<file path="config.mk">
export PLATFORM = sky130hd
export DESIGN_NAME = utf8_to_utf16_transcoder_core
export DESIGN_NICKNAME = d
export VERILOG_FILES = /design/src/hdl/u2u_pkg.sv /design/src/hdl/u2u_front.sv /design/src/hdl/u2u_queue.sv /design/src/hdl/u2u_back.sv /design/src/hdl/utf8_to_utf16_transcoder_core.sv
export SDC_FILE = /design/constraint.sdc
export NUM_CORES = 1
export LEC_CHECK = 0
export ABC_AREA = 1
export BUFFER_PORTS_ARGS = -buffer_cell sky130_fd_sc_hd__buf_2
export CAP_MARGIN = 15
export CORE_MARGIN = 2
export CORE_UTILIZATION = 30
export DETAILED_ROUTE_END_ITERATION = 6
export HOLD_SLACK_MARGIN = 0.06
export PLACE_DENSITY = 0.55
export SETUP_SLACK_MARGIN = 0.1
export SYNTH_ARGS = -nofsm -noshare
export SYNTH_HDL_FRONTEND = slang
export SYNTH_SLANG_ARGS = --single-unit
</file>
<file path="constraint.sdc">
create_clock -name i_clk -period 7.2 [get_ports i_clk]
set_input_delay 1.8 -clock i_clk [delete_from_list [all_inputs] [get_ports i_clk]]
set_output_delay 1.8 -clock i_clk [all_outputs]
set_load 0.005 [all_outputs]
</file>
<file path="src/hdl/u2u_pkg.sv">
// Shared types, constants and byte classification for the UTF-8 to UTF-16 transcoder.
package u2u_pkg;

    // Code unit constants
    localparam logic [15:0] UNIT_REPLACEMENT = 16'hFFFD;
    localparam logic [15:0] UNIT_HIGH_BASE   = 16'hD800;
    localparam logic [15:0] UNIT_LOW_BASE    = 16'hDC00;
    localparam logic [9:0]  UNIT_LOW_MASK    = 10'h3FF;
    localparam logic [19:0] POINT_PLANE_BASE = 20'h10000;

    // Lead bytes with range rules on the second byte
    localparam logic [7:0] LEAD_E0 = 8'hE0;
    localparam logic [7:0] LEAD_ED = 8'hED;
    localparam logic [7:0] LEAD_F0 = 8'hF0;
    localparam logic [7:0] LEAD_F4 = 8'hF4;
    localparam logic [7:0] TRAIL_A0 = 8'hA0;
    localparam logic [7:0] TRAIL_9F = 8'h9F;
    localparam logic [7:0] TRAIL_90 = 8'h90;
    localparam logic [7:0] TRAIL_8F = 8'h8F;

    // Sequence lengths
    localparam logic [2:0] SEQ_NONE  = 3'd0;
    localparam logic [2:0] SEQ_TWO   = 3'd2;
    localparam logic [2:0] SEQ_THREE = 3'd3;
    localparam logic [2:0] SEQ_FOUR  = 3'd4;

    // Depth of the queue between front and back
    localparam int JOB_QUEUE_DEPTH = 2;

    // Class of a byte taken with no sequence open
    typedef enum logic [2:0] {
        LEAD_ASCII,
        LEAD_TWO,
        LEAD_THREE,
        LEAD_FOUR,
        LEAD_BAD
    } t_lead;

    // Units produced by one input byte
    typedef struct packed {
        logic [1:0]  cnt;
        logic [15:0] unit_a;
        logic [15:0] unit_b;
        logic        last;
    } t_job;

    function automatic t_lead classify_lead(input logic [7:0] b);
        t_lead k;
        case (b) inside
            [8'h00:8'h7F]: k = LEAD_ASCII;
            [8'hC2:8'hDF]: k = LEAD_TWO;
            [8'hE0:8'hEF]: k = LEAD_THREE;
            [8'hF0:8'hF4]: k = LEAD_FOUR;
            default:       k = LEAD_BAD;
        endcase
        return k;
    endfunction

endpackage

</file>
<file path="src/hdl/u2u_front.sv">
// Front end: decodes UTF-8 bytes and turns each into a job of up to two code units.
module u2u_front import u2u_pkg::*; (
    input  logic       i_clk,
    input  logic       i_rst_n,
    input  logic       i_push,
    input  logic [7:0] i_text_byte,
    input  logic       i_text_last,
    input  logic       i_queue_full,
    output logic       o_job_push,
    output t_job       o_job
);

    logic [2:0]  r_exp_len, n_exp_len;
    logic [2:0]  r_seen, n_seen;
    logic [7:0]  r_lead, n_lead;
    logic [20:0] r_acc, n_acc;
    logic        r_viol, n_viol;

    logic        accept;
    t_job        job;

    assign accept = i_push && !i_queue_full;

    // Decode one byte against the open sequence
    always_comb begin
        logic        fresh;
        logic [2:0]  seen_p;
        logic [20:0] acc_p;
        logic        viol_p;
        logic [20:0] point;
        logic [19:0] offs;
        logic [15:0] unit_f;
        logic        emit_f;
        t_lead       kind;

        n_exp_len = r_exp_len;
        n_seen    = r_seen;
        n_lead    = r_lead;
        n_acc     = r_acc;
        n_viol    = r_viol;
        job       = '0;
        job.last  = i_text_last;
        fresh     = 1'b0;
        seen_p    = r_seen + 3'd1;
        acc_p     = {r_acc[14:0], i_text_byte[5:0]};
        viol_p    = r_viol;
        point     = '0;
        offs      = '0;
        unit_f    = UNIT_REPLACEMENT;
        emit_f    = 1'b0;
        kind      = classify_lead(i_text_byte);

        if (r_exp_len != SEQ_NONE) begin
            if (i_text_byte[7:6] == 2'b10) begin
                // Continuation: gather bits and check the second-byte range
                if (seen_p == 3'd2) begin
                    if ((r_lead == LEAD_E0 && i_text_byte < TRAIL_A0) ||
                        (r_lead == LEAD_ED && i_text_byte > TRAIL_9F) ||
                        (r_lead == LEAD_F0 && i_text_byte < TRAIL_90) ||
                        (r_lead == LEAD_F4 && i_text_byte > TRAIL_8F)) begin
                        viol_p = 1'b1;
                    end
                end
                if (seen_p >= r_exp_len) begin
                    point = viol_p ? {5'd0, UNIT_REPLACEMENT} : acc_p;
                    offs  = point[19:0] - POINT_PLANE_BASE;
                    if (point > 21'h00FFFF) begin
                        job.unit_a = UNIT_HIGH_BASE + {6'd0, offs[19:10]};
                        job.unit_b = UNIT_LOW_BASE + {6'd0, offs[9:0] & UNIT_LOW_MASK};
                        job.cnt    = 2'd2;
                    end else begin
                        job.unit_a = point[15:0];
                        job.cnt    = 2'd1;
                    end
                    n_exp_len = SEQ_NONE;
                    n_seen    = '0;
                    n_lead    = '0;
                    n_acc     = '0;
                    n_viol    = 1'b0;
                end else begin
                    n_seen = seen_p;
                    n_acc  = acc_p;
                    n_viol = viol_p;
                end
            end else begin
                // Cut sequence: replace it and restart on this byte
                job.unit_a = UNIT_REPLACEMENT;
                job.cnt    = 2'd1;
                n_exp_len  = SEQ_NONE;
                n_seen     = '0;
                n_lead     = '0;
                n_acc      = '0;
                n_viol     = 1'b0;
                fresh      = 1'b1;
            end
        end else begin
            fresh = 1'b1;
        end

        // Start afresh: emit directly or open a sequence
        if (fresh) begin
            case (kind)
                LEAD_ASCII: begin
                    emit_f = 1'b1;
                    unit_f = {8'd0, i_text_byte};
                end
                LEAD_TWO: begin
                    n_exp_len = SEQ_TWO;
                    n_acc     = {16'd0, i_text_byte[4:0]};
                end
                LEAD_THREE: begin
                    n_exp_len = SEQ_THREE;
                    n_acc     = {17'd0, i_text_byte[3:0]};
                end
                LEAD_FOUR: begin
                    n_exp_len = SEQ_FOUR;
                    n_acc     = {18'd0, i_text_byte[2:0]};
                end
                default: begin
                    emit_f = 1'b1;
                    unit_f = UNIT_REPLACEMENT;
                end
            endcase
            if (kind == LEAD_TWO || kind == LEAD_THREE || kind == LEAD_FOUR) begin
                n_seen = 3'd1;
                n_lead = i_text_byte;
                n_viol = 1'b0;
            end
        end

        // End of text: replace an open sequence and close everything
        if (i_text_last && n_exp_len != SEQ_NONE) begin
            emit_f = 1'b1;
            unit_f = UNIT_REPLACEMENT;
        end
        if (emit_f) begin
            if (job.cnt == 2'd0) begin
                job.unit_a = unit_f;
            end else begin
                job.unit_b = unit_f;
            end
            job.cnt = job.cnt + 2'd1;
        end
        if (i_text_last) begin
            n_exp_len = SEQ_NONE;
            n_seen    = '0;
            n_lead    = '0;
            n_acc     = '0;
            n_viol    = 1'b0;
        end
    end

    // Hold decoder state; advance on each transfer
    always_ff @(posedge i_clk) begin
        if (!i_rst_n) begin
            r_exp_len <= SEQ_NONE;
            r_seen    <= '0;
            r_lead    <= '0;
            r_acc     <= '0;
            r_viol    <= 1'b0;
        end else if (accept) begin
            r_exp_len <= n_exp_len;
            r_seen    <= n_seen;
            r_lead    <= n_lead;
            r_acc     <= n_acc;
            r_viol    <= n_viol;
        end
    end

    // Drop jobs that carry no units
    assign o_job_push = accept && (job.cnt != 2'd0);
    assign o_job      = job;

endmodule

</file>
<file path="src/hdl/u2u_queue.sv">
// Small register queue of jobs between the front and back ends.
module u2u_queue import u2u_pkg::*; #(
    parameter int DEPTH = JOB_QUEUE_DEPTH
) (
    input  logic i_clk,
    input  logic i_rst_n,
    input  logic i_push,
    input  t_job i_data,
    output logic o_full,
    input  logic i_pop,
    output logic o_empty,
    output t_job o_data
);

    localparam int PTR_W = (DEPTH > 1) ? $clog2(DEPTH) : 1;
    localparam int CNT_W = $clog2(DEPTH + 1);
    localparam logic [PTR_W-1:0] PTR_LAST = PTR_W'(DEPTH - 1);
    localparam logic [CNT_W-1:0] CNT_FULL = CNT_W'(DEPTH);

    t_job             r_slot [DEPTH];
    logic [PTR_W-1:0] r_wr_ptr, n_wr_ptr;
    logic [PTR_W-1:0] r_rd_ptr, n_rd_ptr;
    logic [CNT_W-1:0] r_count, n_count;
    logic             do_push, do_pop;

    assign o_full  = (r_count == CNT_FULL);
    assign o_empty = (r_count == '0);
    assign o_data  = r_slot[r_rd_ptr];
    assign do_push = i_push && !o_full;
    assign do_pop  = i_pop && !o_empty;

    // Advance pointers with wrap
    always_comb begin
        n_wr_ptr = r_wr_ptr;
        n_rd_ptr = r_rd_ptr;
        n_count  = r_count;
        if (do_push) begin
            n_wr_ptr = (r_wr_ptr == PTR_LAST) ? '0 : r_wr_ptr + 1'b1;
        end
        if (do_pop) begin
            n_rd_ptr = (r_rd_ptr == PTR_LAST) ? '0 : r_rd_ptr + 1'b1;
        end
        if (do_push && !do_pop) begin
            n_count = r_count + 1'b1;
        end else if (do_pop && !do_push) begin
            n_count = r_count - 1'b1;
        end
    end

    always_ff @(posedge i_clk) begin
        if (!i_rst_n) begin
            r_wr_ptr <= '0;
            r_rd_ptr <= '0;
            r_count  <= '0;
        end else begin
            r_wr_ptr <= n_wr_ptr;
            r_rd_ptr <= n_rd_ptr;
            r_count  <= n_count;
        end
    end

    // Store the pushed job
    always_ff @(posedge i_clk) begin
        if (do_push) begin
            r_slot[r_wr_ptr] <= i_data;
        end
    end

endmodule

</file>
<file path="src/hdl/u2u_back.sv">
// Back end: splits each job into code units and holds them in the output register.
module u2u_back import u2u_pkg::*; (
    input  logic        i_clk,
    input  logic        i_rst_n,
    input  logic        i_job_empty,
    input  t_job        i_job,
    output logic        o_job_pop,
    output logic        o_empty,
    input  logic        i_pop,
    output logic [15:0] o_code_unit,
    output logic        o_run_last,
    output logic        o_text_end
);

    logic        r_out_valid;
    logic        r_phase;
    logic [15:0] r_code_unit;
    logic        r_run_last;
    logic        r_text_end;
    logic        load;
    logic        final_unit;

    // Reload the output register when empty or on a transfer
    assign load       = !r_out_valid || i_pop;
    assign final_unit = (i_job.cnt == 2'd1) || r_phase;
    assign o_job_pop  = load && !i_job_empty && final_unit;

    always_ff @(posedge i_clk) begin
        if (!i_rst_n) begin
            r_out_valid <= 1'b0;
            r_phase     <= 1'b0;
        end else if (load) begin
            r_out_valid <= !i_job_empty;
            if (!i_job_empty) begin
                r_phase <= !final_unit;
            end
        end
    end

    // Select the next unit of the head job
    always_ff @(posedge i_clk) begin
        if (load && !i_job_empty) begin
            r_code_unit <= r_phase ? i_job.unit_b : i_job.unit_a;
            r_run_last  <= final_unit;
            r_text_end  <= final_unit && i_job.last;
        end
    end

    assign o_empty     = !r_out_valid;
    assign o_code_unit = r_code_unit;
    assign o_run_last  = r_run_last;
    assign o_text_end  = r_text_end;

endmodule

</file>
<file path="src/hdl/utf8_to_utf16_transcoder_core.sv">
// Top level of the UTF-8 to UTF-16 transcoder: front decoder, job queue, unit serializer.
//
//  Channel   Direction  Handshake          Payload
//  input     in         push / full        i_text_byte, i_text_last
//  result    out        empty / pop        o_code_unit, o_run_last, o_text_end
//
// One byte is taken per cycle while full is low; its job passes a queue slot, then the output
// register. A byte that yields two code units holds the serializer until both go out, so the
// output side sets the rate: one code unit per cycle while popped, buffered by the job queue.
// Reset is synchronous and clears the decoder state, queue and output register.
// Either side may stall at any time without loss.
module utf8_to_utf16_transcoder_core import u2u_pkg::*; #(
    parameter int QUEUE_DEPTH = JOB_QUEUE_DEPTH
) (
    input  logic        i_clk,
    input  logic        i_rst_n,
    input  logic        push,
    output logic        full,
    input  logic [7:0]  i_text_byte,
    input  logic        i_text_last,
    output logic        empty,
    input  logic        pop,
    output logic [15:0] o_code_unit,
    output logic        o_run_last,
    output logic        o_text_end
);

    logic job_push;
    t_job job_in;
    logic queue_full;
    logic job_pop;
    logic job_empty;
    t_job job_head;

    assign full = queue_full;

    u2u_front u_front (
        .i_clk        (i_clk),
        .i_rst_n      (i_rst_n),
        .i_push       (push),
        .i_text_byte  (i_text_byte),
        .i_text_last  (i_text_last),
        .i_queue_full (queue_full),
        .o_job_push   (job_push),
        .o_job        (job_in)
    );

    u2u_queue #(
        .DEPTH (QUEUE_DEPTH)
    ) u_queue (
        .i_clk   (i_clk),
        .i_rst_n (i_rst_n),
        .i_push  (job_push),
        .i_data  (job_in),
        .o_full  (queue_full),
        .i_pop   (job_pop),
        .o_empty (job_empty),
        .o_data  (job_head)
    );

    u2u_back u_back (
        .i_clk       (i_clk),
        .i_rst_n     (i_rst_n),
        .i_job_empty (job_empty),
        .i_job       (job_head),
        .o_job_pop   (job_pop),
        .o_empty     (empty),
        .i_pop       (pop),
        .o_code_unit (o_code_unit),
        .o_run_last  (o_run_last),
        .o_text_end  (o_text_end)
    );

endmodule
</file>
* Word level (Yosys, flattened, before mapping)
Memory sizes are Yosys's and may differ from the RTL's. A register that Yosys moved wholly into a read port is not among the register bits.
Index checks and enable logic that the tools add are counted.
** Storage, ports and cells
- Flip-flop bits (word level) :: 60
- Memory bits (writable) :: 70
- Output and inout bits :: 20
- Logic and storage cells :: 154
- Memories :: 1
** Memories
- u_queue.r_slot :: words 2, bits a word 35, rd ports 1, clocked after Yosys merged registers in 1, wr ports 1, line u2u_queue.sv:20 : t_job r_slot [DEPTH];
** Cells by class
- Add/sub/neg operators :: 9
- Order comparisons :: 14
- Equal/unequal tests :: 11
- Muxes and demuxes :: 65
- Bitwise operators :: 1
- Reduce and logical (&&, ||, !) cells :: 40
** Operators with widths (number)
- 2-to-1 mux 16 bit :: 8
- 2-to-1 mux 21 bit :: 6
- 2-to-1 mux 34 bit :: 3
- one-hot mux 21 bit (3 select lines) :: 1
- 2-to-1 mux 8 bit :: 6
- 2-to-1 mux 3 bit :: 15
- 2-to-1 mux 18 bit :: 2
- adder 15 x 11 -> 16 bit, first input constant :: 2
- == test 8 bit, second input constant :: 4
- greater-or-equal comparator 8 bit, second input constant :: 3
- less-or-equal comparator 8 bit, second input constant :: 3
- > comparator 21 x 16 -> 1 bit, second input constant :: 1
- 2-to-1 mux 1 bit :: 21
- subtractor 20 x 17 -> 20 bit, second input constant :: 1
- logical AND 1 bit :: 18
- > comparator 8 bit, second input constant :: 2
- < comparator 8 bit, second input constant :: 2
- == test 3 x 2 -> 1 bit, second input constant :: 3
- one-hot mux 3 bit (3 select lines) :: 1
- greater-or-equal comparator 8 x 1 -> 1 bit, second input constant :: 1
- less-or-equal comparator 8 x 7 -> 1 bit, second input constant :: 1
- logical OR 1 bit :: 7
- logical NOT 1 bit :: 6
- nonzero test 3 bit :: 2
- 15 further kinds :: 21

* Depth between registers and ports, before layout
Gate-level depths: netlist (run 1).
- Depth in word-level cells :: 26
- Mapped depth :: 33

* Modules after synthesis
From an unflattened synthesis (run 1), not the netlist that was laid out.
** Second synthesis, totals
- Cell total of the unflattened synthesis :: 691
- Area, all modules :: 6506.2 um^2
** By module, submodules not included
- u2u_queue :: times used 1, cells an instance 147, area each 2925.3 um^2, sequential area each 2202.1 um^2
- u2u_front :: times used 1, cells an instance 456, area each 2700.1 um^2, sequential area each 600.6 um^2
- u2u_back :: times used 1, cells an instance 88, area each 880.8 um^2, sequential area each 580.6 um^2

* Worst setup path after synthesis (run 1)
No wires, ideal clock.
- Path type :: in2reg
- Start point :: input port i_text_byte[7]
- End point :: memory u_queue.r_slot[0][0] in the netlist's numbering (enable)
- Setup time :: 0.419 ns
- Data arrival time :: 5.476 ns
- Slack :: 1.305 ns
- Stages on the path :: 26
- Buffers on the path :: 2
- Path through :: buf_4 nand2_2 o21ai_2 o21bai_2 nand3_4 nand2_4 inv_4 buf_6 nand2_1 ha_1 inv_1 nor2_1 nand3_1 nor2_1 nand3b_2 nand2_4 nand2_2 nand2_2 nand2_2 ha_1 nand2_1 nand2_1 inv_1 nand3_2 nand2_1 nor2_1
** RTL lines
- start, declared :: line utf8_to_utf16_transcoder_core.sv:19 : input logic [7:0] i_text_byte,
- end, declared :: line u2u_queue.sv:20

==> impl_metrics.env, run 1 <==
export IMPL_status="finished, final reports clean"
export IMPL_die_y_um=139
export IMPL_slowest_delay_ns=0.30
export IMPL_worst_pin_slew_ns=1.02
export IMPL_grt_max_degree=33
export IMPL_top_usage_layer="met2"
export IMPL_grt_use_met1_pct=19.5
export IMPL_vias_per_cell=5.05
export IMPL_grt_usage_pct=14.5
export IMPL_synth_top_area_share_pct=43.8
export IMPL_p_int_mw=1.50
export IMPL_gr_usage_met2_pct=22.7
export IMPL_clk_insertion_delay_late_ns=0.42
export IMPL_hold_class="flop to flop"
export IMPL_path_clk_slew_ns=0.05
export IMPL_synth_cell_area_um2=5480
export IMPL_cp_required_ns=7.49
export IMPL_cts_resized=0
export IMPL_syn_to_final_growth_pct=17.3
export IMPL_synth_edff_count=80
export IMPL_cts_setup_buffers=0
export IMPL_rows=49
export IMPL_io_pins=33
export IMPL_netlist_top_cells_area="edfxtp_1 (44%), dfxtp_1 (14%), nand2_1 (6.2%), o21ai_0 (5.6%), nor2_1 (5.1%)"
export IMPL_totalWireLength_um=13800
export IMPL_synthDistinctLibCells=44
export IMPL_powerDensity_nw_per_um2=332
export IMPL_tritoncts="done"
export IMPL_power_frac_comb_pct=20.6
export IMPL_port_buffers=32
export IMPL_clock_fmax_ghz=0.180
export IMPL_dieArea_um2=19400
export IMPL_grt_pass1_wl_um=22200
export IMPL_antenna_cells=0
export IMPL_drt_initial_drc_count=434
export IMPL_critical_path_class="input pin to flop"
export IMPL_drive_gt1_share_pct=16.7
export IMPL_crit_fanout=19
export IMPL_start_util_pct=30.5
export IMPL_place_gp_congestion=0.894
export IMPL_synth_top_cell_by_area="edfxtp_1"
export IMPL_postRouteAntennaNets=0
export IMPL_hold_viol=0
export IMPL_synthCells=587
export IMPL_core_region_area_um2=18000
export IMPL_n_fill_cell=1787
export IMPL_cts_buffers=17
export IMPL_setup_viol=0
export IMPL_cpMostUsedCell="nand2_1"
export IMPL_sw_frac_of_total_pct=29.9
export IMPL_finalMaxSlewViolations=0
export IMPL_pwr_share_seq_pct=43.4
export IMPL_avgRoutedWirePerCell_um=16.0
export IMPL_cap_violations=0
export IMPL_crit_family="simple AND/OR/NAND/NOR gates"
export IMPL_drt_first_pass_iters=5
export IMPL_path_buf_inv=7
export IMPL_slowest_stage="ha_1"
export IMPL_grt_overflow_total=0
export IMPL_cp_end_kind="flop"
export IMPL_synth_nets=609
export IMPL_synthTopCellsByCount="nand2_1 (90), edfxtp_1 (80), nor2_1 (75)"
export IMPL_ys_flop_type="edfxtp_1"
export IMPL_peakVddDrop_mv=0.173
export IMPL_clock_skew_ns=0.0163
export IMPL_clockBufferDepth=2
export IMPL_post_route_drc_count=0
export IMPL_cts_sinks=117
export IMPL_htree_levels=4
export IMPL_synth_seq_cells=117
export IMPL_final_net_count=644
export IMPL_p_leak_nw=2.36
export IMPL_yosys_warnings=0
export IMPL_yosysMostFrequentCell="nand2_1"
export IMPL_start_kind="input pin"
export IMPL_slew_headroom_pct=31.8
export IMPL_use_met3_pct=3.59
export IMPL_p_clk_share_pct=36.0
export IMPL_worstPathArrival_ns=5.85
export IMPL_fp_dieW_um=139
export IMPL_vias=4362
export IMPL_grt_pass1_vias=4147
export IMPL_yosysSeqAreaShare_pct=57.3
export IMPL_antenna_found_initial=0
export IMPL_fin_crit_ns=5.56
export IMPL_postCtsHoldBufs=0
export IMPL_switchingPower_mw=0.639
export IMPL_root_buffer="clkbuf_16"
export IMPL_finalCritPeriodShare_pct=77.2
export IMPL_post_route_util_pct=35.8
export IMPL_hpwlAfterDp_um=9780
export IMPL_async_flop_share_pct=0
export IMPL_syn_avg_cell_area_um2=9.34
export IMPL_setup_tns_ns=0
export IMPL_rsz0062_at_grt="false"
## layout by cell type, fill, tap and decap left out, types with 23 or more instances in the layout
cell type / n
edfxtp_1: 80
o22ai_1: 23
o21ai_0: 61
inv_1: 48
a21oi_1: 44
buf_2: 33
nand2_1: 90
nand3_1: 24
nor2_1: 74
dfxtp_1: 37
## power groups by stage
stage / Sequential (mW) / Combinational [mW] / Clock (mW)
global placement: 0.940 / 0.431 / 0
detailed placement: 0.942 / 0.444 / 0
CTS: 0.930 / 0.446 / 0.782
floorplan: 0.940 / 0.264 / 0
global route: 0.940 / 0.496 / 0.815
finish: 0.928 / 0.440 / 0.770
## tightest hold or removal path, delay by kind of cell (launching register included)
kind,cells,cell delay (ns)
DFF,1,0.31
and+or+nand+nor,1,0.06
AOI/OAI and AO/OA,1,0.06
## logic make-up (layout without fill, tap and decap cells)
logic type                 Yosys count  after routing  synth area share, %
AOI/OAI and AO/OA                  154            154                 15.8
xor gates and xnor gates             3              3                0.479
DFF                                117            117                 57.3
and+or+nand+nor                    223            223                 18.4
adders and majority gates            9              9                 2.05
buffers and inverters               81            129                 5.96
## per-layer routing
metal / wire length, um / vias to the layer above
met5: 0 / -
met4: 286 / 0
met3: 711 / 23
met2: 6400 / 139
met1: 6410 / 2086
li1: - / 2114
## sequential cells by signal, indices dropped and copies added (netlist names), named ones only
signal              count
u_back.o_code_unit     16
u_back.o_run_last       1
u_back.o_text_end       1
u_back.r_out_valid      1
u_back.r_phase          1
u_front.r_acc          15
u_front.r_exp_len       3
u_front.r_lead          8
u_front.r_seen          3
u_front.r_viol          1
u_queue.r_count         2
u_queue.r_rd_ptr        1
u_queue.r_slot         62
u_queue.r_wr_ptr        1
## metrics by stage
step / total power [mW] / hold WS [ns] / setup WS [ns] / std cells / area, um2
final: 2.14 / 0.471 / 1.64 / 864 / 6430
after global routing: 2.25 / 0.497 / 1.16 / 864 / 6430
after CTS: 2.16 / 0.469 / 1.72 / 863 / 6420
after detailed placement: 1.39 / 0.460 / 1.29 / 831 / 5880
after global placement: 1.37 / 0.454 / 1.54 / 831 / 5880
after floorplan: 1.20 / 0.439 / 1.30 / 587 / 5480
## worst paths after layout
kind                     startpoint                  to  slack (ns)  cells past startpoint
setup / recovery     i_text_byte[7]  u_queue.r_count[1]        1.64                     30
hold / removal    u_front.r_acc[10]   u_front.r_acc[10]        0.47                      2
setup reg to reg  u_front.r_seen[0]  u_queue.r_count[1]        2.69                     31
hold reg to reg   u_front.r_acc[10]   u_front.r_acc[10]        0.47                      2
## area by class of cell
cell class,count,area (um2),area share [%]
sequential,117,3140,48.9
multi-input combinational,389,2020,31.4
clock buffer,19,433,6.73
tap,229,287,4.46
timing repair buffer,41,225,3.50
inverter,56,213,3.31
clock inverter,13,110,1.71
(Power assumes the default switching activity.)
==> run 2: changes to the inputs <==
==> constraint.sdc (replaced) <==
create_clock -name i_clk -period 5.8 [get_ports i_clk]
set_input_delay 1.45 -clock i_clk [delete_from_list [all_inputs] [get_ports i_clk]]
set_output_delay 1.45 -clock i_clk [all_outputs]
set_load 0.005 [all_outputs]
==> impl_metrics.env, run 2 (synthesis gave the netlist of run 1 again) <==
export IMPL_cp_end_kind="flop"
export IMPL_clock_skew_ns=0.00804
export IMPL_critical_path_class="input pin to flop"
export IMPL_grt_max_degree=33
export IMPL_p_leak_nw=2.41
export IMPL_worstReg2RegStart="u_front.r_seen[0]"
export IMPL_fin_ws_ns=0.926
export IMPL_drt_first_pass_iters=5
export IMPL_fp_dieW_um=139
export IMPL_largest_register="u_queue.r_slot"
export IMPL_r2r_slack_ns=1.60
export IMPL_worstPathArrival_ns=5.17
export IMPL_place_area_um2=5900
export IMPL_avgRoutedWirePerCell_um=15.9
export IMPL_whs_endpoint="u_front.r_lead[5]"
export IMPL_core_region_area_um2=18000
export IMPL_total_power_mw=2.80
export IMPL_post_route_drc_count=0
export IMPL_hold_slack_ns=0.462
export IMPL_start_util_pct=30.5
export IMPL_tritoncts="done"
export IMPL_postCtsHoldBufs=0
export IMPL_powerDensity_nw_per_um2=429
export IMPL_reg2reg_depth=32
export IMPL_antenna_cells=0
export IMPL_die_y_um=139
export IMPL_place_inst=834
export IMPL_grt_usage_pct=14.5
export IMPL_slowest_delay_ns=0.29
export IMPL_slew_headroom_pct=33.9
export IMPL_clockBufferDepth=2
export IMPL_fin_crit_ns=4.87
export IMPL_rsz0062_at_grt="false"
export IMPL_postRouteAntennaNets=0
export IMPL_post_route_util_pct=36.4
export IMPL_peakVddDrop_mv=0.229
export IMPL_cts_setup_buffers=0
export IMPL_largest_reg_flops=62
export IMPL_slowest_stage="ha_1"
export IMPL_clk_insertion_delay_late_ns=0.42
export IMPL_hold_class="flop to flop"
export IMPL_crit_family="simple AND/OR/NAND/NOR gates"
export IMPL_dp_slack_ns=0.512
export IMPL_drive_gt1_share_pct=17.4
export IMPL_finalMaxSlewViolations=0
export IMPL_cts_resized=0
export IMPL_status="finished, final reports clean"
export IMPL_drt_initial_drc_count=470
export IMPL_totalWireLength_um=13800
export IMPL_finalCritPeriodShare_pct=84.0
export IMPL_vias=4373
export IMPL_hold_start="u_front.r_lead[5]"
export IMPL_grt_pass1_vias=4146
export IMPL_start_kind="input pin"
export IMPL_cts_buffers=17
export IMPL_grt_pass1_wl_um=22000
export IMPL_most_common_layout_cells="nand2_1 (90), edfxtp_1 (80), nor2_1 (74), o21ai_0 (61), inv_1 (48)"
export IMPL_cp_required_ns=6.10
export IMPL_path_clk_slew_ns=0.06
export IMPL_cap_violations=0
export IMPL_final_common_cell="nand2_1"
export IMPL_stdcell_area_um2=6530
export IMPL_n_fill_cell=1788
export IMPL_rows=49
export IMPL_clock_fmax_ghz=0.205
export IMPL_crit_fanout=19
export IMPL_setup_tns_ns=0
export IMPL_cpMostUsedCell="nand2_1"
export IMPL_r2r_end="u_queue.r_count[1]"
export IMPL_io_pins=33
export IMPL_final_net_count=646
export IMPL_antenna_found_initial=0
export IMPL_worst_pin_slew_ns=0.990
export IMPL_path_buf_inv=6
export IMPL_place_gp_congestion=0.932
export IMPL_port_buffers=32
export IMPL_setup_viol=0
export IMPL_vias_per_cell=5.05
export IMPL_cts_sinks=117
export IMPL_hold_viol=0
export IMPL_grt_overflow_total=0
export IMPL_syn_to_final_growth_pct=19.2
export IMPL_root_buffer="clkbuf_16"
export IMPL_dieArea_um2=19400
export IMPL_stdcell_count=866
export IMPL_hold_path_cell_count=2
export IMPL_hpwlAfterDp_um=9640
export IMPL_htree_levels=4
## run 2: changes by cell type in the layout (fill, tap and decap cells not counted), sizes merged
cell | previous run | this run
inv | 56 | 58
clkinvlp | 4 | 2
clkbuf | 19 | 17
clkinv | 8 | 7
bufinv | 1 | 4
buf | 41 | 43
## run 2: routing by layer
layer | share of wire [%] | up-vias | global-route usage, % | wire length (um)
met5 | 0 | - | 0 | 0
met4 | 2.0 | 0 | 6.06 | 278
met3 | 6.1 | 21 | 3.80 | 837
met2 | 45 | 137 | 22.2 | 6250
met1 | 47 | 2098 | 19.5 | 6400
li1 | - | 2117 | - | -
## run 2: area by class of cell
class / count / area [um2] / area share [%]
clock buffer: 17 / 425 / 6.51
clock inverter: 15 / 203 / 3.10
inverter: 56 / 213 / 3.26
multi-input combinational: 389 / 2020 / 30.9
sequential: 117 / 3140 / 48.1
tap: 229 / 287 / 4.39
timing repair buffer: 43 / 243 / 3.72
## run 2: how the worst max path moves through the flow
stage,to,slack (ns),start,depth (start not counted)
final,u_queue.r_count[1],0.93,i_text_byte[7],31
after global routing,u_queue.r_count[1],0.56,i_text_byte[7],31
after CTS,u_queue.r_count[1],0.95,i_text_byte[7],31
after detailed placement,u_queue.r_count[1],0.51,i_text_byte[7],31
after global placement,u_queue.r_count[1],0.67,i_text_byte[7],31
after floorplan,u_queue.r_slot[0][0],0.25,i_text_byte[7],26
## run 2: worst reg2reg max path, delay by kind of cell (launching register included)
kind	cells	cell delay, ns
AO/OA/AOI/OAI	4	0.45
buffers and inverters	5	0.33
adder cells (fa/ha/maj)	4	0.93
AND/OR/NAND/NOR	19	2.00
flip-flops	1	0.35
## run 2: power by group
| part | switching, mW | total (mW) | internal (mW) |
|---|---|---|---|
| clock | 0.385 | 1.11 | 0.721 |
| combinational | 0.367 | 0.541 | 0.174 |
| sequential | 0.0522 | 1.15 | 1.10 |
==> run 3: changes to the inputs <==
--- a/config.mk
+++ b/config.mk
@@ -12,7 +12,7 @@
 export CORE_UTILIZATION = 30
 export DETAILED_ROUTE_END_ITERATION = 6
 export HOLD_SLACK_MARGIN = 0.06
-export PLACE_DENSITY = 0.55
+export PLACE_DENSITY = 0.57
 export SETUP_SLACK_MARGIN = 0.1
 export SYNTH_ARGS = -nofsm -noshare
 export SYNTH_HDL_FRONTEND = slang
==> constraint.sdc (replaced) <==
create_clock -name i_clk -period 4.2 [get_ports i_clk]
set_input_delay 1.05 -clock i_clk [delete_from_list [all_inputs] [get_ports i_clk]]
set_output_delay 1.05 -clock i_clk [all_outputs]
set_load 0.005 [all_outputs]
==> impl_metrics.env, run 3 (synthesis gave the netlist of run 1 again) <==
export IMPL_postRouteAntennaNets=0
export IMPL_peakVddDrop_mv=0.363
export IMPL_powerDensity_nw_per_um2=548
export IMPL_htree_levels=4
export IMPL_grt_usage_pct=15.5
export IMPL_grt_pass1_vias=4364
export IMPL_root_buffer="clkbuf_16"
export IMPL_vias_per_cell=5.06
export IMPL_start_util_pct=30.5
export IMPL_hold_viol=0
export IMPL_syn_to_final_growth_pct=22.7
export IMPL_post_route_drc_count=0
export IMPL_fin_ws_ns=0.405
export IMPL_worst_pin_slew_ns=1.02
export IMPL_start_kind="input pin"
export IMPL_die_y_um=139
export IMPL_final_net_count=670
export IMPL_cts_sinks=117
export IMPL_most_common_layout_cells="nand2_1 (88), edfxtp_1 (80), nor2_1 (73), o21ai_0 (59), inv_1 (47)"
export IMPL_place_gp_congestion=0.969
export IMPL_worstReg2RegStart="u_front.r_seen[0]"
export IMPL_top_usage_layer="met2"
export IMPL_port_buffers=32
export IMPL_p_leak_nw=2.50
export IMPL_slew_headroom_pct=32.0
export IMPL_final_common_cell="nand2_1"
export IMPL_setup_viol=0
export IMPL_clock_fmax_ghz=0.264
export IMPL_largest_reg_flops=62
export IMPL_grt_max_degree=33
export IMPL_rsz0062_at_grt="false"
export IMPL_path_clk_slew_ns=0.05
export IMPL_hpwlAfterDp_um=10400
export IMPL_hold_class="flop to flop"
export IMPL_clock_skew_ns=0.00805
export IMPL_status="finished, final reports clean"
export IMPL_drt_initial_drc_count=364
export IMPL_cap_violations=0
export IMPL_clk_insertion_delay_late_ns=0.42
export IMPL_slowest_stage="ha_4"
export IMPL_core_region_area_um2=18000
export IMPL_totalWireLength_um=14400
export IMPL_crit_fanout=31
export IMPL_reg2reg_depth=29
export IMPL_clockBufferDepth=2
export IMPL_cpMostUsedCell="nand2_2"
export IMPL_cts_buffers=17
export IMPL_endpoint="u_queue.r_slot[0][6]"
export IMPL_use_met3_pct=4.42
export IMPL_grt_pass1_wl_um=23200
export IMPL_fp_dieW_um=139
export IMPL_cp_required_ns=4.31
export IMPL_drive_gt1_share_pct=20.9
export IMPL_finalCritPeriodShare_pct=90.4
export IMPL_drt_first_pass_iters=5
export IMPL_r2r_end="u_queue.r_slot[0][6]"
export IMPL_critical_path_class="input pin to flop"
export IMPL_worstPathArrival_ns=3.91
export IMPL_fin_crit_ns=3.79
export IMPL_gr_usage_met2_pct=23.1
export IMPL_largest_register="u_queue.r_slot"
export IMPL_antenna_cells=0
export IMPL_dp_slack_ns=-0.113
export IMPL_antenna_found_initial=0
export IMPL_vias=4502
export IMPL_slowest_delay_ns=0.27
export IMPL_dieArea_um2=19400
export IMPL_grt_use_met1_pct=21.4
export IMPL_tritoncts="done"
export IMPL_r2r_slack_ns=0.54
export IMPL_total_power_mw=3.69
export IMPL_hold_slack_ns=0.467
export IMPL_cp_end_kind="flop"
export IMPL_io_pins=33
export IMPL_finalMaxSlewViolations=0
export IMPL_n_fill_cell=1799
export IMPL_startpoint="i_text_byte[7]"
export IMPL_avgRoutedWirePerCell_um=16.2
export IMPL_grt_overflow_total=0
export IMPL_rows=49
==> run 3: changes by cell type in the layout (fill, tap and decap cells not counted), moves of 2 or more <==
cell	delta
buf_12	+3
buf_4	+21
bufinv_16	-4
clkbuf_1	+3
clkinv_1	+2
clkinvlp_4	+3
ha_1	-3
ha_4	+2
nand2_1	-2
o21ai_0	-2
o21ai_1	+2
==> run 3: power breakdown <==
| part | switching, mW | internal, mW | total, mW |
|---|---|---|---|
| combinational | 0.526 | 0.297 | 0.823 |
| clock | 0.515 | 0.749 | 1.26 |
| sequential | 0.0782 | 1.52 | 1.60 |
| total | 1.12 | 2.57 | 3.69 |
==> run 3: metrics by stage <==
step                      area, um2  util (%)  TNS (ns)  instances
after detailed placement       6150      34.2    -0.113        856
after floorplan                5550         -     -2.34        587
after CTS                      6670      37.1         0        888
after global placement         6150      34.2         0        856
after global routing           6720      37.4         0        890
final                          6720      37.4         0        890
==> run 3: what timing repair did <==
action | 4_1_cts | 5_1_grt
hold buffers | 0 | 0
resized for setup | 0 | 5
endpoints found under the setup margin | 0 | 1
buffers inserted | 0 | 1
==> run 3: final cells by class <==
type	count	area (um2)	area share [%]
clock inverter	12	82.6	1.23
tap	229	287	4.26
clock buffer	20	437	6.49
sequential	117	3140	46.7
inverter	56	216	3.22
multi-input combinational	389	2080	30.9
timing repair buffer	67	483	7.18
==> run 3: worst max-delay path, delay by kind of cell <==
| kind | cells | cell delay (ns) |
|---|---|---|
| compound gates | 1 | 0.15 |
| simple gates | 18 | 1.51 |
| buf+inv | 7 | 0.72 |
| fa+ha+maj | 2 | 0.42 |
==> run 3: how the worst min path moves through the flow <==
stage	startpoint	endpoint	slack, ns	cells after the start
3_5_place_dp	u_front.r_lead[7]	u_front.r_lead[7]	0.46	2
2_1_floorplan	u_front.r_acc[14]	u_front.r_acc[14]	0.44	2
3_3_place_gp	u_front.r_lead[5]	u_front.r_lead[5]	0.45	2
4_1_cts	u_front.r_lead[7]	u_front.r_lead[7]	0.47	2
6_report	u_front.r_lead[7]	u_front.r_lead[7]	0.47	2
5_1_grt	u_front.r_lead[5]	u_front.r_lead[5]	0.48	2
==> run 3: per-layer routing <==
metal / vias to the layer above / part of all wire [%]
met3: 23 / 5.9
met4: 0 / 1.8
met5: - / 0
met1: 2184 / 47
li1: 2160 / -
met2: 135 / 45
